<file path="src/hw/rtl/pse_pkg.sv">
// Shared types, constants and helper functions of the permutation shuffle engine.
`timescale 1ns / 1ps

package pse_pkg;

  // Table geometry and field widths.
  localparam int TABLE_DEPTH = 64;
  localparam int IDX_W       = 6;
  localparam int SIZE_W      = 7;
  localparam int RAND_W      = 31;
  localparam int DIV_CNT_W   = $clog2(RAND_W);

  // Operation codes carried in the operation field.
  typedef enum logic [1:0] {
    OP_LOAD    = 2'd0,
    OP_SHUFFLE = 2'd1,
    OP_SWAP    = 2'd2,
    OP_READ    = 2'd3
  } op_t;

  // Input transaction payload.
  typedef struct packed {
    logic [1:0]        operation;
    logic [RAND_W-1:0] random_a;
    logic [RAND_W-1:0] random_b;
    logic [IDX_W-1:0]  read_index;
  } in_item_t;

  // Result transaction payload.
  typedef struct packed {
    logic [IDX_W-1:0] entry_value;
    logic             pass_done;
    logic [IDX_W-1:0] current_position;
  } out_item_t;

  // Commands from the controller to the datapath.
  typedef struct packed {
    logic capture;     // latch the accepted transaction
    logic load_wr;     // write one identity entry
    logic div_step;    // one remainder iteration
    logic div_to_a;    // final remainder becomes the first swap address
    logic div_to_b;    // final remainder becomes the second swap address
    logic div_reload;  // restart the remainder unit on random_b
    logic rd_a;        // read the first swap entry
    logic rd_b;        // read the second swap entry
    logic latch_a;     // hold the first swap entry
    logic wr_a;        // write the second entry's value at the first address
    logic wr_b;        // write the first entry's value at the second address
    logic rd_e;        // read the requested entry
    logic finish;      // update position and load the result register
  } ctrl_cmd_t;

  // Status from the datapath to the controller.
  typedef struct packed {
    logic div_last;   // remainder unit is on its last iteration
    logic load_last;  // identity load is writing the last entry in use
    op_t  op;         // operation of the transaction in flight
  } dp_status_t;

  // Last index in use: the table size clamped to 2..TABLE_DEPTH, minus one.
  function automatic logic [IDX_W-1:0] last_index(input logic [SIZE_W-1:0] size);
    logic [IDX_W-1:0] res;
    if (size < SIZE_W'(2)) begin
      res = IDX_W'(1);
    end else if (size > SIZE_W'(TABLE_DEPTH)) begin
      res = IDX_W'(TABLE_DEPTH - 1);
    end else begin
      res = IDX_W'(size - SIZE_W'(1));
    end
    return res;
  endfunction

  // Shuffle position the next step uses; zero or out of range restarts the pass.
  function automatic logic [IDX_W-1:0] next_pos(input logic [IDX_W-1:0] pos,
                                                input logic [IDX_W-1:0] n_m1);
    logic [IDX_W-1:0] res;
    if (pos == '0 || pos > n_m1) begin
      res = n_m1;
    end else begin
      res = pos;
    end
    return res;
  endfunction

endpackage

</file>
<file path="src/hw/rtl/pse_ram.sv">
// Generic single-write, single-read RAM with registered read data.
`timescale 1ns / 1ps

module pse_ram #(
  parameter int WIDTH = 8,
  parameter int DEPTH = 64
) (
  input  logic                     clk,
  input  logic                     we,
  input  logic [$clog2(DEPTH)-1:0] waddr,
  input  logic [WIDTH-1:0]         wdata,
  input  logic                     re,
  input  logic [$clog2(DEPTH)-1:0] raddr,
  output logic [WIDTH-1:0]         rdata
);

  logic [WIDTH-1:0] mem [DEPTH];
  logic [WIDTH-1:0] rdata_r;

  // Write port.
  always_ff @(posedge clk) begin
    if (we) begin
      mem[waddr] <= wdata;
    end
  end

  // Read port; data holds until the next read.
  always_ff @(posedge clk) begin
    if (re) begin
      rdata_r <= mem[raddr];
    end
  end

  assign rdata = rdata_r;

endmodule

</file>
<file path="src/hw/rtl/pse_ctrl.sv">
// Controller state machine that sequences each operation of the shuffle engine.
`timescale 1ns / 1ps

module pse_ctrl (
  input  logic                clk,
  input  logic                rst_n,
  input  logic                in_valid,
  input  logic [1:0]          in_op,
  output logic                in_stall,
  output logic                out_valid,
  input  logic                out_stall,
  input  pse_pkg::dp_status_t status,
  output pse_pkg::ctrl_cmd_t  cmd
);

  import pse_pkg::*;

  typedef enum logic [9:0] {
    ST_IDLE   = 10'b00_0000_0001,
    ST_LOAD   = 10'b00_0000_0010,
    ST_MOD_A  = 10'b00_0000_0100,
    ST_MOD_B  = 10'b00_0000_1000,
    ST_RD_A   = 10'b00_0001_0000,
    ST_RD_B   = 10'b00_0010_0000,
    ST_WR_A   = 10'b00_0100_0000,
    ST_WR_B   = 10'b00_1000_0000,
    ST_READ   = 10'b01_0000_0000,
    ST_FINISH = 10'b10_0000_0000
  } state_t;

  state_t state_r, state_nxt;
  logic   out_valid_r, out_valid_nxt;
  logic   out_free;

  // The result register can take a new transaction when empty or being drained.
  assign out_free = !out_valid_r || !out_stall;
  assign in_stall = (state_r != ST_IDLE);

  // Next state and command decode.
  always_comb begin
    state_nxt = state_r;
    cmd       = '0;
    case (state_r)
      ST_IDLE: begin
        if (in_valid) begin
          cmd.capture = 1'b1;
          case (op_t'(in_op))
            OP_LOAD:    state_nxt = ST_LOAD;
            OP_SHUFFLE: state_nxt = ST_MOD_A;
            OP_SWAP:    state_nxt = ST_MOD_A;
            default:    state_nxt = ST_READ;
          endcase
        end
      end
      ST_LOAD: begin
        cmd.load_wr = 1'b1;
        if (status.load_last) begin
          state_nxt = ST_FINISH;
        end
      end
      ST_MOD_A: begin
        cmd.div_step = 1'b1;
        if (status.div_last) begin
          if (status.op == OP_SWAP) begin
            cmd.div_to_a   = 1'b1;
            cmd.div_reload = 1'b1;
            state_nxt      = ST_MOD_B;
          end else begin
            cmd.div_to_b = 1'b1;
            state_nxt    = ST_RD_A;
          end
        end
      end
      ST_MOD_B: begin
        cmd.div_step = 1'b1;
        if (status.div_last) begin
          cmd.div_to_b = 1'b1;
          state_nxt    = ST_RD_A;
        end
      end
      ST_RD_A: begin
        cmd.rd_a  = 1'b1;
        state_nxt = ST_RD_B;
      end
      ST_RD_B: begin
        cmd.rd_b    = 1'b1;
        cmd.latch_a = 1'b1;
        state_nxt   = ST_WR_A;
      end
      ST_WR_A: begin
        cmd.wr_a  = 1'b1;
        state_nxt = ST_WR_B;
      end
      ST_WR_B: begin
        cmd.wr_b  = 1'b1;
        state_nxt = ST_FINISH;
      end
      ST_READ: begin
        cmd.rd_e  = 1'b1;
        state_nxt = ST_FINISH;
      end
      ST_FINISH: begin
        if (out_free) begin
          cmd.finish = 1'b1;
          state_nxt  = ST_IDLE;
        end
      end
      default: begin
        state_nxt = ST_IDLE;
      end
    endcase
  end

  // Result valid is set on finish and cleared when the transaction is taken.
  always_comb begin
    out_valid_nxt = out_valid_r;
    if (cmd.finish) begin
      out_valid_nxt = 1'b1;
    end else if (!out_stall) begin
      out_valid_nxt = 1'b0;
    end
  end

  always_ff @(posedge clk) begin
    if (!rst_n) begin
      state_r     <= ST_IDLE;
      out_valid_r <= 1'b0;
    end else begin
      state_r     <= state_nxt;
      out_valid_r <= out_valid_nxt;
    end
  end

  assign out_valid = out_valid_r;

endmodule

</file>
<file path="src/hw/rtl/pse_dp.sv">
// Datapath: table RAM, remainder unit, shuffle position and result register.
`timescale 1ns / 1ps

module pse_dp (
  input  logic                   clk,
  input  logic                   rst_n,
  input  logic                   cfg_wr_en,
  input  logic [pse_pkg::SIZE_W-1:0] cfg_wr_data,
  input  pse_pkg::in_item_t      in_data,
  input  pse_pkg::ctrl_cmd_t     cmd,
  output pse_pkg::dp_status_t    status,
  output pse_pkg::out_item_t     out_data
);

  import pse_pkg::*;

  logic [SIZE_W-1:0]    size_r;
  logic [IDX_W-1:0]     n_m1;
  logic [IDX_W-1:0]     pos_r;
  op_t                  op_r;
  logic [RAND_W-1:0]    rb_r;
  logic [IDX_W-1:0]     ridx_r;
  logic                 in_range_r;
  logic [IDX_W-1:0]     i_r;
  logic [IDX_W-1:0]     cnt_r;
  logic [RAND_W-1:0]    div_q_r;
  logic [SIZE_W-1:0]    rem_r;
  logic [DIV_CNT_W-1:0] div_cnt_r;
  logic [IDX_W-1:0]     addr_a_r;
  logic [IDX_W-1:0]     addr_b_r;
  logic [IDX_W-1:0]     data_a_r;
  out_item_t            out_r;

  logic [SIZE_W-1:0]    divisor;
  logic [SIZE_W-1:0]    rem_shift;
  logic [SIZE_W-1:0]    rem_nxt;
  logic [IDX_W-1:0]     pos_nxt;
  logic                 step_done;

  logic                 ram_we;
  logic [IDX_W-1:0]     ram_waddr;
  logic [IDX_W-1:0]     ram_wdata;
  logic                 ram_re;
  logic [IDX_W-1:0]     ram_raddr;
  logic [IDX_W-1:0]     ram_rdata;

  // Table size register.
  always_ff @(posedge clk) begin
    if (!rst_n) begin
      size_r <= SIZE_W'(TABLE_DEPTH);
    end else if (cfg_wr_en) begin
      size_r <= cfg_wr_data;
    end
  end

  assign n_m1 = last_index(size_r);

  // One restoring remainder iteration: shift in a dividend bit, subtract if it fits.
  assign divisor   = (op_r == OP_SHUFFLE) ? ({1'b0, i_r} + SIZE_W'(1)) : ({1'b0, n_m1} + SIZE_W'(1));
  assign rem_shift = {rem_r[SIZE_W-2:0], div_q_r[RAND_W-1]};
  assign rem_nxt   = (rem_shift >= divisor) ? (rem_shift - divisor) : rem_shift;

  // Transaction capture, remainder unit and swap address registers.
  always_ff @(posedge clk) begin
    if (cmd.capture) begin
      op_r       <= op_t'(in_data.operation);
      rb_r       <= in_data.random_b;
      ridx_r     <= in_data.read_index;
      in_range_r <= (in_data.read_index <= n_m1);
      i_r        <= next_pos(pos_r, n_m1);
      addr_a_r   <= next_pos(pos_r, n_m1);
      cnt_r      <= '0;
      div_q_r    <= in_data.random_a;
      rem_r      <= '0;
      div_cnt_r  <= DIV_CNT_W'(RAND_W - 1);
    end else begin
      if (cmd.load_wr) begin
        cnt_r <= cnt_r + IDX_W'(1);
      end
      if (cmd.div_reload) begin
        div_q_r   <= rb_r;
        rem_r     <= '0;
        div_cnt_r <= DIV_CNT_W'(RAND_W - 1);
      end else if (cmd.div_step) begin
        div_q_r   <= {div_q_r[RAND_W-2:0], 1'b0};
        rem_r     <= rem_nxt;
        div_cnt_r <= div_cnt_r - DIV_CNT_W'(1);
      end
      if (cmd.div_to_a) begin
        addr_a_r <= rem_nxt[IDX_W-1:0];
      end
      if (cmd.div_to_b) begin
        addr_b_r <= rem_nxt[IDX_W-1:0];
      end
    end
  end

  // Hold the first swap entry while the second one is read.
  always_ff @(posedge clk) begin
    if (cmd.latch_a) begin
      data_a_r <= ram_rdata;
    end
  end

  // Table RAM port selection.
  assign ram_we    = cmd.load_wr || cmd.wr_a || cmd.wr_b;
  assign ram_waddr = cmd.load_wr ? cnt_r : (cmd.wr_a ? addr_a_r : addr_b_r);
  assign ram_wdata = cmd.load_wr ? cnt_r : (cmd.wr_a ? ram_rdata : data_a_r);
  assign ram_re    = cmd.rd_a || cmd.rd_b || cmd.rd_e;
  assign ram_raddr = cmd.rd_a ? addr_a_r : (cmd.rd_b ? addr_b_r : ridx_r);

  pse_ram #(
    .WIDTH (IDX_W),
    .DEPTH (TABLE_DEPTH)
  ) u_table (
    .clk   (clk),
    .we    (ram_we),
    .waddr (ram_waddr),
    .wdata (ram_wdata),
    .re    (ram_re),
    .raddr (ram_raddr),
    .rdata (ram_rdata)
  );

  // Shuffle position after this transaction.
  assign step_done = (op_r == OP_SHUFFLE) && (i_r <= IDX_W'(1));

  always_comb begin
    pos_nxt = pos_r;
    if (op_r == OP_LOAD) begin
      pos_nxt = '0;
    end else if (op_r == OP_SHUFFLE) begin
      pos_nxt = step_done ? '0 : (i_r - IDX_W'(1));
    end
  end

  always_ff @(posedge clk) begin
    if (!rst_n) begin
      pos_r <= '0;
    end else if (cmd.finish) begin
      pos_r <= pos_nxt;
    end
  end

  // Result register.
  always_ff @(posedge clk) begin
    if (cmd.finish) begin
      out_r.entry_value      <= ((op_r == OP_READ) && in_range_r) ? ram_rdata : '0;
      out_r.pass_done        <= step_done;
      out_r.current_position <= next_pos(pos_nxt, n_m1);
    end
  end

  assign out_data         = out_r;
  assign status.div_last  = (div_cnt_r == '0);
  assign status.load_last = (cnt_r == n_m1);
  assign status.op        = op_r;

endmodule

</file>
<file path="src/hw/rtl/permutation_shuffle_engine.sv">
// Top level of the permutation shuffle engine: controller, datapath and checks.
`timescale 1ns / 1ps

// The engine keeps a permutation table in a RAM with one write port and one
// registered read port, and runs one operation per transaction: load identity,
// one Fisher-Yates step, random swap, or read one entry. It takes one
// transaction at a time; the result register lets a new transaction enter
// while the previous result still waits. A load identity makes one RAM write
// per entry. A shuffle step takes one modulo and a random swap two, on a
// remainder unit that retires one dividend bit per cycle, then two reads and
// two writes on the RAM; a read entry makes one RAM read. The table must be
// loaded before entries are read or swapped.

module permutation_shuffle_engine (
  input  logic                       clk,
  input  logic                       rst_n,
  input  logic                       cfg_wr_en,
  input  logic [pse_pkg::SIZE_W-1:0] cfg_wr_data,
  input  logic                       in_valid,
  output logic                       in_stall,
  input  pse_pkg::in_item_t          in_data,
  output logic                       out_valid,
  input  logic                       out_stall,
  output pse_pkg::out_item_t         out_data
);

  import pse_pkg::*;

  ctrl_cmd_t  cmd;
  dp_status_t status;

  pse_ctrl u_ctrl (
    .clk       (clk),
    .rst_n     (rst_n),
    .in_valid  (in_valid),
    .in_op     (in_data.operation),
    .in_stall  (in_stall),
    .out_valid (out_valid),
    .out_stall (out_stall),
    .status    (status),
    .cmd       (cmd)
  );

  pse_dp u_dp (
    .clk         (clk),
    .rst_n       (rst_n),
    .cfg_wr_en   (cfg_wr_en),
    .cfg_wr_data (cfg_wr_data),
    .in_data     (in_data),
    .cmd         (cmd),
    .status      (status),
    .out_data    (out_data)
  );

  // An accepted transaction keeps the input stalled on the following cycle.
  assert property (@(posedge clk) disable iff (!rst_n)
    (in_valid && !in_stall) |=> in_stall)
    else $error("input accepted twice in a row");

  // At most one source drives the table write port.
  assert property (@(posedge clk) disable iff (!rst_n)
    $onehot0({cmd.load_wr, cmd.wr_a, cmd.wr_b}))
    else $error("conflicting table writes");

  // A finished transaction shows up as a valid result.
  assert property (@(posedge clk) disable iff (!rst_n)
    cmd.finish |=> out_valid)
    else $error("finished transaction not presented");

  // The reported shuffle position is never zero.
  assert property (@(posedge clk) disable iff (!rst_n)
    out_valid |-> (out_data.current_position != '0))
    else $error("current position is zero");

endmodule

</file>
<file path="config.mk">
export PLATFORM = sky130hd
export DESIGN_NAME = permutation_shuffle_engine
export DESIGN_NICKNAME = d
export VERILOG_FILES = /design/src/hw/rtl/pse_pkg.sv /design/src/hw/rtl/pse_ram.sv /design/src/hw/rtl/pse_ctrl.sv /design/src/hw/rtl/pse_dp.sv /design/src/hw/rtl/permutation_shuffle_engine.sv
export SDC_FILE = /design/constraint.sdc
export NUM_CORES = 1
export LEC_CHECK = 0
export BUFFER_PORTS_ARGS = -buffer_cell sky130_fd_sc_hd__buf_2
export CAP_MARGIN = 30
export CORE_MARGIN = 3
export CORE_UTILIZATION = 25
export DETAILED_ROUTE_END_ITERATION = 8
export HOLD_SLACK_MARGIN = 0.06
export PLACE_DENSITY_LB_ADDON = 0.05
export SYNTH_ARGS = -nofsm -noshare
export SYNTH_HDL_FRONTEND = slang
export SYNTH_SLANG_ARGS = --single-unit
</file>
<file path="constraint.sdc">
create_clock -name clk -period 5.9 [get_ports clk]
set_input_delay 0.295 -clock clk [delete_from_list [all_inputs] [get_ports clk]]
set_output_delay 0.295 -clock clk [all_outputs]
set_load 0.05 [all_outputs]
</file>
==> results_tabular.tex, run 1 <==
\begin{tabular}{lr}
\hline
Metric & Value \\
\hline
\multicolumn{2}{l}{\textbf{Outcome}} \\
Run status & complete, no violations \\
\multicolumn{2}{l}{\textbf{Synth}} \\
Gate count after technology mapping & roughly 1800 \\
Count of flip-flops with a built-in enable after synthesis & around 500 \\
Post-synth top area share & about 64\% \\
Average instance area after synthesis & around 13 um\^{}2 \\
Commonest register cell after synthesis & edfxtp\_1 \\
Number of register bits inferred by synthesis & 539 \\
Total nets after synthesis & around 1900 \\
Cell with the most instances after synthesis & edfxtp\_1 \\
Total number of yosys warnings & 0 \\
Register area share after synthesis & 67.30\% \\
Unique cell type count in the Yosys netlist & between 70 and 80 \\
Area contributors post-synth & edfxtp\_1 (64\%), mux2i\_1 (5.5\%), nand2\_1 (3.8\%), dfxtp\_1 (3.5\%), nor2\_1 (2.3\%) \\
Synth Area in Simple Gates & between 10\% and 20\% \\
Share of async-settable or async-resettable flops after synthesis & 0\% \\
Mapped Area & between 20000 and 25000 um\^{}2 \\
Complex-gate fraction of the synthesized area & 9.485\% \\
Post-synthesis xor/xnor area fraction & under 10\% \\
Most instantiated cells after synthesis & edfxtp\_1 (498), nand2\_1 (237), nor2\_1 (143) \\
Adder-Cell Fraction of Synth Area & between 1.5 and 2\% \\
Mux contribution to synthesized area & $\sim$5.8\% \\
Cell type contributing the most total cell area after synthesis & edfxtp\_1 \\
Dominant combinational cell family by area after synthesis & simple AND/OR/NAND/NOR gates \\
\multicolumn{2}{l}{\textbf{Detailed routing}} \\
Average routed wire per standard cell & roughly 23 um \\
Avg Vias per Cell & 4.641 \\
Initial DRC Count & 894 \\
Total wire length & approximately 75000 um \\
Antenna Violating Nets Remaining & 0 \\
Vias after detailed routing & 15268 \\
DRC & 0 \\
Detailed Routing Iterations Pass 1 & 7 \\
\multicolumn{2}{l}{\textbf{Clock tree}} \\
Library cell used as clock root buffer & clkbuf\_16 \\
Number of H-tree branching levels & 3 \\
Post-CTS setup buffers & 0 \\
Number of buffers added by the clock tree synthesis step & 67 \\
Max clock buf depth & 3 \\
Number of sinks handled by clock tree synthesis & $\sim$540 \\
Number of hold buffers added after CTS & between 80 and 90 \\
Clock Latency Late Sink & around 600 ps \\
Clock-pin slew of the registers on the worst-case setup and hold paths & around 50 ps \\
TritonCTS clock tree & yes \\
\# resized after CTS & 0 \\
\multicolumn{2}{l}{\textbf{Finish}} \\
Finished layout cell area & around 28000 um\^{}2 \\
Utilization after layout & about 31\% \\
Relative area change from synthesis to final layout & 21.53\% \\
Share of post-route cells with drive strength above 1 & 13.64\% \\
Multi-input gate area in the final layout & 7227 um\^{}2 \\
Layout Cells excl Fill & around 3300 \\
Nets@finish & 2114 \\
Number of fillers in the final layout & approximately 9300 \\
Total area of sequential cells & around 16000 um\^{}2 \\
\multicolumn{2}{l}{\textbf{Timing}} \\
Worst hold slack & 127.4 ps \\
Min Tclk post-route & roughly 4800 ps \\
Maximum clock rate & between 200 and 250 MHz \\
Max Transition Viols Final & 0 \\
Slew at the pin closest to its max-slew limit & a little under 1000 ps \\
Total count of hold-check failures in the final report & 0 \\
Setup WS post-layout & between 1000 and 1500 ps \\
Largest clock skew in the final design & 21.39 ps \\
Max transition margin & approximately 34\% \\
Final worst-path cycle share & 81.01\% \\
Final total negative setup slack & 0 ps \\
Unrepaired setup endpoints after global routing & false \\
Setup-violating endpoint count in the final report & 0 \\
\multicolumn{2}{l}{\textbf{Floorplanning}} \\
Number of rows in the core area & roughly 110 \\
Core Region & roughly 92000 um\^{}2 \\
I/O pin count & between 90 and 100 \\
Starting density of the core & between 20\% and 30\% \\
Die H & 312.2 um \\
Die W & about 310 um \\
Die area & 97470 um\^{}2 \\
\multicolumn{2}{l}{\textbf{Power and ir drop}} \\
Share of total power in sequential cells & between 40\% and 50\% \\
Leakage Power & roughly 9.9 nW \\
Clock Power Share & between 40\% and 50\% \\
Power density relative to cell area & around 340 nW/um\^{}2 \\
Sum of internal, switching and leakage power & between 9 and 10 mW \\
Sw power & between 2 and 3 mW \\
IR drop worst, VDD & approximately 0.00019 V \\
Net switching fraction of the power & about a quarter \\
Comb power frac & roughly 14\% \\
Cell-internal power & a little over 7 mW \\
\multicolumn{2}{l}{\textbf{Critical path}} \\
Critical path required time & approximately 6200 ps \\
CP Launch Type & flip-flop \\
Critical Setup Path Class & flip-flop to flip-flop \\
Category of the worst setup path capture point & flip-flop \\
Data arrival at the endpoint of the critical path & 5120 ps \\
Critical-path maximum fanout & 8 \\
\multicolumn{2}{l}{\textbf{Placement}} \\
Gp weighted congestion & about 0.76 \\
Number of buffer cells added on primary ports & 96 \\
DPL Wire Length & roughly 50000 um \\
Post-detailed-placement cell area & between 20000 and 30000 um\^{}2 \\
Cell Count Post-Placement & between 3000 and 4000 \\
Post-placement worst setup slack & about 1100 ps \\
\multicolumn{2}{l}{\textbf{Worst hold path}} \\
Min-delay worst type & primary input to flip-flop \\
\multicolumn{2}{l}{\textbf{Global routing}} \\
Remaining Overflow, GRT & 0 \\
Via count of the first global-routing pass & 15902 \\
Antenna violations before repair & 0 \\
Global-route wire length before repair & 110900 um \\
GRT Overall Usage & between 10\% and 20\% \\
Maximum number of pins on one net before global-route repair & just over 90 \\
\multicolumn{2}{l}{\textbf{Job}} \\
Max capacitance violation total & 0 \\
\hline
\end{tabular}
critical path, cell delays in order (launching register included):
cell and delay [ps]:
dfxtp_1 350, or4_1 620, o21ai_2 230, nand3b_1 360, o21bai_1 400, inv_1 80, ha_1 280, inv_1 60
ha_1 280, nor2b_1 130, o21ai_0 220, a21boi_0 140, o21a_1 180, o21a_1 160, o21a_1 180, or2_2 380
o21a_1 220, mux2_2 260
cell type report:
class | instances | share of cell area [%]
clock inverters | 29 | 0.8389
flip-flops and latches | 539 | 55.38
multi-input cells | 1123 | 25.37
well taps | 1243 | 5.460
repair buffers | 228 | 6.053
inverters | 38 | 0.5007
diodes | 2 | 0.01757
clock buffers | 88 | 6.382
power by group through the flow:
stage	registers, mW	clock network, mW	logic (mW)
floorplan	4.41	0	0.831
detailed placement	4.43	0	1.34
finish	4.35	3.93	1.35
CTS	4.35	4.08	1.38
global placement	4.44	0	1.34
global route	4.36	4.22	1.48
cells by family after synthesis:
logic type,after synthesis
AOI/OAI and AO/OA,327
xor gates and xnor gates,33
adders and majority gates,35
buffers and inverters,131
DFF,539
muxes,135
and+or+nand+nor,593
state kept, by name (all words and copies together), names as in the netlist, 2 cells and up:
register,flops
u_dp.cnt_r,6
u_dp.addr_b_r,6
u_dp.addr_a_r,6
u_dp.rb_r,31
u_dp.div_q_r,31
u_dp.out_data,13
u_dp.size_r,7
u_dp.pos_r,6
u_ctrl.state_r,10
u_dp.ridx_r,6
u_dp.op_r,2
u_dp.i_r,6
u_dp.div_cnt_r,5
u_dp.u_table.mem,384
u_dp.data_a_r,6
u_dp.u_table.rdata,6
u_dp.rem_r,6
worst paths after layout:
check / cells after the start / slack (ps) / startpoint / endpoint
setup / recovery: 17 / 1120 / u_dp.size_r[2]$_SDFFE_PN0P_ / u_dp.addr_a_r[2]$_DFFE_PP_
hold / removal: 3 / 130 / cfg_wr_en / u_dp.size_r[2]$_SDFFE_PN0P_
setup reg to reg: 17 / 1120 / u_dp.size_r[2]$_SDFFE_PN0P_ / u_dp.addr_a_r[2]$_DFFE_PP_
hold reg to reg: 2 / 500 / u_dp.rem_r[2]$_SDFFE_PP0N_ / u_dp.rem_r[2]$_SDFFE_PP0N_
per-layer routing:
metal	up-vias	GRT usage (%)	part of all wire (%)
li1	7208	-	-
met1	7705	20.50	46
met2	263	26.16	49
met3	92	1.983	3.0
met4	0	3.595	1.9
met5	-	0	0
cells in the final DEF (no fill, tap or decap), drive strengths merged, types with 4 or more instances in the layout:
cell type	n
mux2i	128
mux2	7
nand2b	11
inv	40
o211ai	9
a21oi	46
o21a	9
nand2	237
a311oi	35
nor4	12
dfxtp	41
xnor2	21
nor2b	13
edfxtp	498
ha	34
or4	5
nand4	11
nor3	15
a211oi	49
bufinv	4
clkinv	22
or3	8
clkbuf	88
a21boi	6
a21o	11
o2111ai	4
o21ai	67
and3	60
xor2	12
o22ai	32
a2111oi	5
nand3	53
buf	147
a31oi	24
or2	5
dlygate4sd3	81
and2	10
nor2	143
(Power assumes the default switching activity.)
==> inputs of run 2 (changes only) <==
clock period = 4.4 ns   (was 5.9 ns; I/O delays follow)
==> run 2 against run 1 <==
Compared with the run above: non-clock buffer count is 68 higher; total power is 35% higher; cell count is 2.2% higher; critical path depth stayed put; sequential share of layout area is 1.3 points lower; register-to-register slack worse by 800 ps; wire length is 1.5% higher; global-route usage is 0.24 points higher; combinational power is 40% higher; critical path type unchanged; largest cell class unchanged; highest routed layer is now met5.
==> results_tabular.tex, run 2 (synthesized netlist as in run 1, its figures left out) <==
\begin{tabular}{lr}
\hline
Metric & Value \\
\hline
\multicolumn{2}{l}{\textbf{Outcome}} \\
Run status & complete, no violations (unchanged) \\
\multicolumn{2}{l}{\textbf{Clock tree}} \\
Max clock buf depth & 3 (unchanged) \\
Number of H-tree branching levels & 3 (unchanged) \\
Clock-pin slew of the registers on the worst-case setup and hold paths & 50 ps (about the same) \\
TritonCTS clock tree & yes (unchanged) \\
Clock Latency Late Sink & 620 ps (was 600 ps) \\
Number of sinks handled by clock tree synthesis & 539 (unchanged) \\
Number of buffers added by the clock tree synthesis step & 68 (was 67) \\
Library cell used as clock root buffer & clkbuf\_16 (unchanged) \\
\multicolumn{2}{l}{\textbf{Placement}} \\
Number of buffer cells added on primary ports & 96 (unchanged) \\
DPL Wire Length & 51950 um (was 49990 um) \\
Post-placement worst setup slack & 147.0 ps (was 1119 ps) \\
Post-detailed-placement cell area & 26150 um\^{}2 (was 25610 um\^{}2) \\
Gp weighted congestion & 0.7577 (was 0.7643) \\
\multicolumn{2}{l}{\textbf{Detailed routing}} \\
Average routed wire per standard cell & 22.61 um (was 22.77 um) \\
Total wire length & 76010 um (was 74920 um) \\
DRC & 0 (unchanged) \\
Initial DRC Count & 951 (was 894) \\
Antenna Violating Nets Remaining & 0 (unchanged) \\
Vias after detailed routing & 15579 (was 15268) \\
Avg Vias per Cell & 4.634 (was 4.641) \\
Detailed Routing Iterations Pass 1 & 5 (was 7) \\
\multicolumn{2}{l}{\textbf{Critical path}} \\
CP Launch Type & flip-flop (unchanged) \\
Slowest library cell on the worst path & or4\_1 (unchanged) \\
Kind of cell adding the most delay to the critical path & compound AO/OA/AOI/OAI gates (unchanged) \\
Worst reg2reg path depth & 17 (unchanged) \\
Category of the worst setup path capture point & flip-flop (unchanged) \\
Ordered cell list for the critical path & or4\_1 > o21ai\_2 > nand3b\_1 > o21bai\_1 > inv\_1 > ha\_1 > inv\_1 > ha\_1 > nor2b\_1 > o21ai\_1 > a21boi\_0 > o21a\_1 > o21a\_1 > o21a\_1 > or2\_4 > o21a\_1 > mux2\_2 (was or4\_1 > o21ai\_2 > nand3b\_1 > o21bai\_1 > inv\_1 > ha\_1 > inv\_1 > ha\_1 > nor2b\_1 > o21ai\_0 > a21boi\_0 > o21a\_1 > o21a\_1 > o21a\_1 > or2\_2 > o21a\_1 > mux2\_2) \\
Buf+Inv Stages, Crit Path & 2 (unchanged) \\
Data arrival at the endpoint of the critical path & 4420 ps (was 5120 ps) \\
Biggest cell delay along the critical path & 600 ps (was 620 ps) \\
Levels on crit path & 17 (unchanged) \\
Most repeated library cell on the critical path & o21a\_1 (unchanged) \\
Critical-path maximum fanout & 8 (unchanged) \\
Critical Setup Path Class & flip-flop to flip-flop (unchanged) \\
Critical path required time & 4750 ps (was 6240 ps) \\
\multicolumn{2}{l}{\textbf{Timing}} \\
Setup WS post-layout & 322.6 ps (was 1120 ps) \\
Max Transition Viols Final & 0 (unchanged) \\
Final worst-path cycle share & 92.67\% (was 81.01\%) \\
Total count of hold-check failures in the final report & 0 (unchanged) \\
Setup-violating endpoint count in the final report & 0 (unchanged) \\
Min Tclk post-route & 4077 ps (was 4780 ps) \\
Unrepaired setup endpoints after global routing & false (unchanged) \\
Max transition margin & 33.36\% (was 34.36\%) \\
Largest clock skew in the final design & 31.62 ps (was 21.39 ps) \\
Maximum clock rate & 245.3 MHz (was 209.2 MHz) \\
Slew at the pin closest to its max-slew limit & 991.1 ps (was 980.1 ps) \\
Final total negative setup slack & 0 ps (unchanged) \\
\multicolumn{2}{l}{\textbf{Floorplanning}} \\
Die area & 97470 um\^{}2 (unchanged) \\
Die H & 312.2 um (unchanged) \\
Die W & 312.2 um (unchanged) \\
Number of rows in the core area & 111 (unchanged) \\
I/O pin count & 97 (unchanged) \\
Starting density of the core & 25.38\% (unchanged) \\
Core Region & 92360 um\^{}2 (unchanged) \\
\multicolumn{2}{l}{\textbf{Finish}} \\
Relative area change from synthesis to final layout & 24.38\% (was 21.53\%) \\
Share of post-route cells with drive strength above 1 & 16.09\% (was 13.64\%) \\
Top library cells by usage in the layout, fill and taps aside & edfxtp\_1 (498), nand2\_1 (236), nor2\_1 (142), mux2i\_1 (126), buf\_4 (101) (was edfxtp\_1 (498), nand2\_1 (236), nor2\_1 (142), mux2i\_1 (128), buf\_2 (96)) \\
Largest regs & u\_dp.u\_table.mem x384, u\_dp.div\_q\_r x31, u\_dp.rb\_r x31 (unchanged) \\
Number of flip-flops under the largest register name & 384 (unchanged) \\
Count of inserted antenna diode cells & 0 (was 2) \\
Utilization after layout & 31.57\% (was 30.84\%) \\
Nets@finish & 2183 (was 2114) \\
Most common library cell in the layout ignoring fill and taps & edfxtp\_1 (unchanged) \\
Register containing the most flip-flops in the final layout & u\_dp.u\_table.mem (unchanged) \\
Finished layout cell area & 29160 um\^{}2 (was 28490 um\^{}2) \\
\multicolumn{2}{l}{\textbf{Job}} \\
Max capacitance violation total & 0 (unchanged) \\
\multicolumn{2}{l}{\textbf{Worst hold path}} \\
Number of cells on the worst hold path & 4 (was 3) \\
Min-delay worst type & primary input to flip-flop (unchanged) \\
\multicolumn{2}{l}{\textbf{Power and ir drop}} \\
Sum of internal, switching and leakage power & 13.04 mW (was 9.636 mW) \\
Power density relative to cell area & 447.4 nW/um\^{}2 (was 338.3 nW/um\^{}2) \\
Leakage Power & 10.25 nW (was 9.872 nW) \\
IR drop worst, VDD & 0.0002306 V (was 0.0001896 V) \\
\multicolumn{2}{l}{\textbf{Global routing}} \\
Remaining Overflow, GRT & 0 (unchanged) \\
Antenna violations before repair & 3 (was 0) \\
Via count of the first global-routing pass & 16068 (was 15902) \\
GRT Overall Usage & 15.50\% (was 15.27\%) \\
Global-route wire length before repair & 111600 um (was 110900 um) \\
Maximum number of pins on one net before global-route repair & 124 (was 93) \\
\hline
\end{tabular}
==> run 2: stage by stage <==
stage | instances | hold slack, ps
after floorplan | 1793 | 281.9
after global routing | 3362 | 198.6
after detailed placement | 3150 | 398.1
final | 3362 | 209.9
after CTS | 3361 | 167.2
after global placement | 3148 | 397.1
==> run 2: area by class of cell <==
cell class / instances / area [um^2]
Timing Repair Buffer: 296 / 2340
Multi-Input combinational cell: 1123 / 7237
Clock inverter: 26 / 200.2
Tap cell: 1243 / 1555
Clock buffer: 97 / 1906
Sequential cell: 539 / 15780
Fill cell: 9260 / 63200
Inverter: 38 / 142.6
==> run 2: worst paths after layout <==
kind | from | endpoint | slack (ps)
worst max-delay path | u_dp.size_r[2]$_SDFFE_PN0P_ | u_dp.addr_a_r[0]$_DFFE_PP_ | 320
worst min register to register | u_dp.div_cnt_r[1]$_SDFFE_PP1N_ | u_dp.div_cnt_r[1]$_SDFFE_PP1N_ | 500
worst max register to register | u_dp.size_r[2]$_SDFFE_PN0P_ | u_dp.addr_a_r[0]$_DFFE_PP_ | 320
worst min-delay path | in_valid | u_ctrl.state_r[3]$_SDFFE_PN0P_ | 210
==> run 2: power by group <==
group | leakage, nW | switching [mW] | internal, mW | total, mW
combinational | 4.38 | 1.18 | 0.715 | 1.89
clock | 1.02 | 2.19 | 3.13 | 5.32
sequential | 4.85 | 0.0808 | 5.75 | 5.83
==> run 2: worst register-to-register path, stage by stage, from the launching register on <==
cell	delay (ps)
dfxtp_1	310
or4_1	600
o21ai_2	240
nand3b_1	130
o21bai_1	190
inv_1	70
ha_1	270
inv_1	50
ha_1	280
nor2b_1	140
o21ai_1	150
a21boi_0	120
o21a_1	180
o21a_1	160
o21a_1	180
or2_4	290
o21a_1	210
mux2_2	260
==> run 2: routing by layer <==
layer / share of wire [%] / vias to the layer above / GRT usage (%) / wire length (um)
li1: - / 7365 / - / -
met1: 46 / 7785 / 20.76 / 34720
met2: 48 / 318 / 26.00 / 36780
met3: 3.2 / 109 / 2.115 / 2455
met4: 2.7 / 2 / 4.847 / 2043
met5: 0.017 / - / 0 / 13
==> run 2: what timing repair did <==
item	in CTS	in global routing
setup endpoints to repair	0	13
hold endpoints to repair	86	0
setup buffers	0	1
gates resized for setup	0	5
hold buffers	88	0
==> inputs of run 3 (changes only) <==
PLACE_DENSITY_LB_ADDON = 0.08   (was 0.05)
==> run 3 against run 2 <==
Compared with the run above: wire length shrank 2.6%; via count shrank 0.33%; global-route usage shrank 0.40 points; count of clock-buffer cells in the layout shrank 13; clock skew grew 5.2 ps; critical endpoint is now u_dp.addr_a_r[2]$_DFFE_PP_.
==> results_tabular.tex, run 3 (synthesized netlist as in run 1, its figures left out) <==
\begin{tabular}{lr}
\hline
Metric & Value \\
\hline
\multicolumn{2}{l}{\textbf{Clock tree}} \\
Post-CTS setup buffers & 0 (unchanged) \\
Max clock buf depth & 3 (unchanged) \\
TritonCTS clock tree & yes (unchanged) \\
Number of buffers added by the clock tree synthesis step & 68 (unchanged) \\
Number of sinks handled by clock tree synthesis & 539 (unchanged) \\
Clock-pin slew of the registers on the worst-case setup and hold paths & 50 ps (about the same) \\
Number of H-tree branching levels & 3 (unchanged) \\
Library cell used as clock root buffer & clkbuf\_16 (unchanged) \\
Clock Latency Late Sink & 640 ps (was 620 ps) \\
\multicolumn{2}{l}{\textbf{Timing}} \\
Largest clock skew in the final design & 36.84 ps (was 31.62 ps) \\
Unrepaired setup endpoints after global routing & false (unchanged) \\
Slew at the pin closest to its max-slew limit & 933.1 ps (was 991.1 ps) \\
Setup WS post-layout & 249.9 ps (was 322.6 ps) \\
Max transition margin & 37.26\% (was 33.36\%) \\
Final worst-path cycle share & 94.32\% (was 92.67\%) \\
Worst hold slack & 205.5 ps (was 209.9 ps) \\
Min Tclk post-route & 4150 ps (was 4077 ps) \\
Setup-violating endpoint count in the final report & 0 (unchanged) \\
Total count of hold-check failures in the final report & 0 (unchanged) \\
Final total negative setup slack & 0 ps (unchanged) \\
Max Transition Viols Final & 0 (unchanged) \\
Maximum clock rate & 241.0 MHz (was 245.3 MHz) \\
\multicolumn{2}{l}{\textbf{Critical path}} \\
Critical-path maximum fanout & 8 (unchanged) \\
Data arrival at the endpoint of the critical path & 4520 ps (was 4420 ps) \\
Most repeated library cell on the critical path & o21a\_1 (unchanged) \\
Critical path required time & 4770 ps (was 4750 ps) \\
Biggest cell delay along the critical path & 560 ps (was 600 ps) \\
Slowest library cell on the worst path & or4\_4 (was or4\_1) \\
Category of the worst setup path capture point & flip-flop (unchanged) \\
Ordered cell list for the critical path & or4\_4 > nor3\_2 > o21ai\_0 > inv\_1 > a21oi\_1 > ha\_1 > inv\_1 > ha\_1 > nor2b\_1 > o21ai\_1 > a21boi\_0 > o21a\_1 > o21a\_1 > o21a\_1 > or2\_2 > o21a\_1 > mux2\_2 (was or4\_1 > o21ai\_2 > nand3b\_1 > o21bai\_1 > inv\_1 > ha\_1 > inv\_1 > ha\_1 > nor2b\_1 > o21ai\_1 > a21boi\_0 > o21a\_1 > o21a\_1 > o21a\_1 > or2\_4 > o21a\_1 > mux2\_2) \\
Critical Setup Path Class & flip-flop to flip-flop (unchanged) \\
CP Launch Type & flip-flop (unchanged) \\
\multicolumn{2}{l}{\textbf{Detailed routing}} \\
Antenna Violating Nets Remaining & 0 (unchanged) \\
Vias after detailed routing & 15527 (was 15579) \\
Initial DRC Count & 990 (was 951) \\
DRC & 0 (unchanged) \\
Detailed Routing Iterations Pass 1 & 5 (unchanged) \\
Avg Vias per Cell & 4.629 (was 4.634) \\
Total wire length & 74000 um (was 76010 um) \\
Average routed wire per standard cell & 22.06 um (was 22.61 um) \\
\multicolumn{2}{l}{\textbf{Finish}} \\
Nets@finish & 2174 (was 2183) \\
Number of flip-flops under the largest register name & 384 (unchanged) \\
Multi-input gate area in the final layout & 7234 um\^{}2 (was 7237 um\^{}2) \\
Total area of sequential cells & 15780 um\^{}2 (unchanged) \\
Largest regs & u\_dp.u\_table.mem x384, u\_dp.div\_q\_r x31, u\_dp.rb\_r x31 (unchanged) \\
Most common library cell in the layout ignoring fill and taps & edfxtp\_1 (unchanged) \\
Relative area change from synthesis to final layout & 24.93\% (was 24.38\%) \\
Top library cells by usage in the layout, fill and taps aside & edfxtp\_1 (498), nand2\_1 (236), nor2\_1 (142), mux2i\_1 (127), buf\_2 (96) (was edfxtp\_1 (498), nand2\_1 (236), nor2\_1 (142), mux2i\_1 (126), buf\_4 (101)) \\
Register containing the most flip-flops in the final layout & u\_dp.u\_table.mem (unchanged) \\
Share of post-route cells with drive strength above 1 & 16.21\% (was 16.09\%) \\
Utilization after layout & 31.71\% (was 31.57\%) \\
Number of fillers in the final layout & 9308 (was 9260) \\
\multicolumn{2}{l}{\textbf{Placement}} \\
DPL Wire Length & 49170 um (was 51950 um) \\
Post-placement worst setup slack & 204.6 ps (was 147.0 ps) \\
Gp weighted congestion & 0.7782 (was 0.7577) \\
Number of buffer cells added on primary ports & 96 (unchanged) \\
\multicolumn{2}{l}{\textbf{Global routing}} \\
Maximum number of pins on one net before global-route repair & 124 (unchanged) \\
Remaining Overflow, GRT & 0 (unchanged) \\
Antenna violations before repair & 2 (was 3) \\
GRT Overall Usage & 15.10\% (was 15.50\%) \\
Most Used Layer, Global Route & met2 (unchanged) \\
Global Route met3 Usage & 2.626\% (was 2.115\%) \\
Global-route wire length before repair & 109700 um (was 111600 um) \\
Global routing met2 resource utilization & 24.18\% (was 26.00\%) \\
Global-route met1 utilization & 20.38\% (was 20.76\%) \\
Via count of the first global-routing pass & 16211 (was 16068) \\
\multicolumn{2}{l}{\textbf{Power and ir drop}} \\
Sum of internal, switching and leakage power & 13.54 mW (was 13.04 mW) \\
Clock Power Share & 42.9\% (was 40.8\%) \\
IR drop worst, VDD & 0.0002500 V (was 0.0002306 V) \\
Comb power frac & 14.0\% (was 14.5\%) \\
Share of total power in sequential cells & 43.1\% (was 44.7\%) \\
Cell-internal power & 9.968 mW (was 9.599 mW) \\
Leakage Power & 10.29 nW (was 10.25 nW) \\
Net switching fraction of the power & 26.36\% (was 26.42\%) \\
Power density relative to cell area & 462.2 nW/um\^{}2 (was 447.4 nW/um\^{}2) \\
Sw power & 3.568 mW (was 3.446 mW) \\
\multicolumn{2}{l}{\textbf{Floorplanning}} \\
Die area & 97470 um\^{}2 (unchanged) \\
I/O pin count & 97 (unchanged) \\
Die W & 312.2 um (unchanged) \\
Number of rows in the core area & 111 (unchanged) \\
Starting density of the core & 25.38\% (unchanged) \\
Core Region & 92360 um\^{}2 (unchanged) \\
Die H & 312.2 um (unchanged) \\
\multicolumn{2}{l}{\textbf{Job}} \\
Max capacitance violation total & 0 (unchanged) \\
\multicolumn{2}{l}{\textbf{Outcome}} \\
Run status & complete, no violations (unchanged) \\
\multicolumn{2}{l}{\textbf{Worst hold path}} \\
Min-delay worst type & primary input to flip-flop (unchanged) \\
\hline
\end{tabular}
==> run 3: cell types whose count changed in the layout (fill, tap and decap cells not counted), sizes merged <==
| cell | before | now |
|---|---|---|
| buf | 208 | 199 |
| bufinv | 2 | 10 |
| clkbuf | 97 | 84 |
| clkinv | 23 | 25 |
| clkinvlp | 1 | 2 |
| diode | 0 | 1 |
| inv | 38 | 40 |
==> run 3: power groups by stage <==
stage | Clock, mW | Sequential [mW] | Combinational (mW)
6_report | 5.81 | 5.83 | 1.90
5_1_grt | 6.19 | 5.84 | 2.08
4_1_cts | 6.00 | 5.83 | 1.93
3_5_place_dp | 0 | 5.94 | 1.86
3_3_place_gp | 0 | 5.94 | 1.86
2_1_floorplan | 0 | 5.91 | 1.11
==> run 3: final cells by class <==
type / count / share of cell area [%]
Sequential cell: 539 / 53.87
Inverter: 38 / 0.4871
Antenna cell: 1 / 0.008545
Timing Repair Buffer: 287 / 7.759
Clock buffer: 84 / 6.123
Tap cell: 1243 / 5.311
Clock inverter: 39 / 1.739
Multi-Input combinational cell: 1123 / 24.70
==> run 3: worst max-delay path: cells and delay by family (launching register included) <==
family / cells / cell delay (ps)
multiplexers: 1 / 260
adder cells (fa/ha/maj): 2 / 540
AO/OA/AOI/OAI: 8 / 1300
buffers and inverters: 2 / 200
flip-flops: 1 / 310
AND/OR/NAND/NOR: 4 / 1290
==> run 3: metal layers <==
| layer | up-vias | part of all wire [%] |
|---|---|---|
| li1 | 7327 | - |
| met1 | 7696 | 46 |
| met2 | 376 | 46 |
| met3 | 126 | 4.6 |
| met4 | 2 | 3.5 |
| met5 | - | 0.012 |
==> run 3: path summary, 6_finish.rpt <==
check / end / cells past startpoint / startpoint / slack [ps]
hold reg to reg: u_dp.div_cnt_r[4]$_SDFFE_PP1N_ / 2 / u_dp.div_cnt_r[4]$_SDFFE_PP1N_ / 490
setup / recovery: u_dp.addr_a_r[2]$_DFFE_PP_ / 17 / u_dp.size_r[2]$_SDFFE_PN0P_ / 250
setup reg to reg: u_dp.addr_a_r[2]$_DFFE_PP_ / 17 / u_dp.size_r[2]$_SDFFE_PN0P_ / 250
hold / removal: u_ctrl.state_r[3]$_SDFFE_PN0P_ / 4 / in_valid / 210
==> run 3: per-stage QoR <==
| stage | instance area, um^2 | instances |
|---|---|---|
| after floorplan | 23440 | 1793 |
| after global placement | 26090 | 3142 |
| after detailed placement | 26090 | 3142 |
| after CTS | 29270 | 3353 |
| after global routing | 29280 | 3353 |
| final | 29280 | 3354 |
==> run 3: what timing repair did <==
action	in CTS	in global routing
hold endpoints to repair	83	0
endpoints found under the setup margin	0	7
gates resized for setup	0	3
hold buffers	88	0
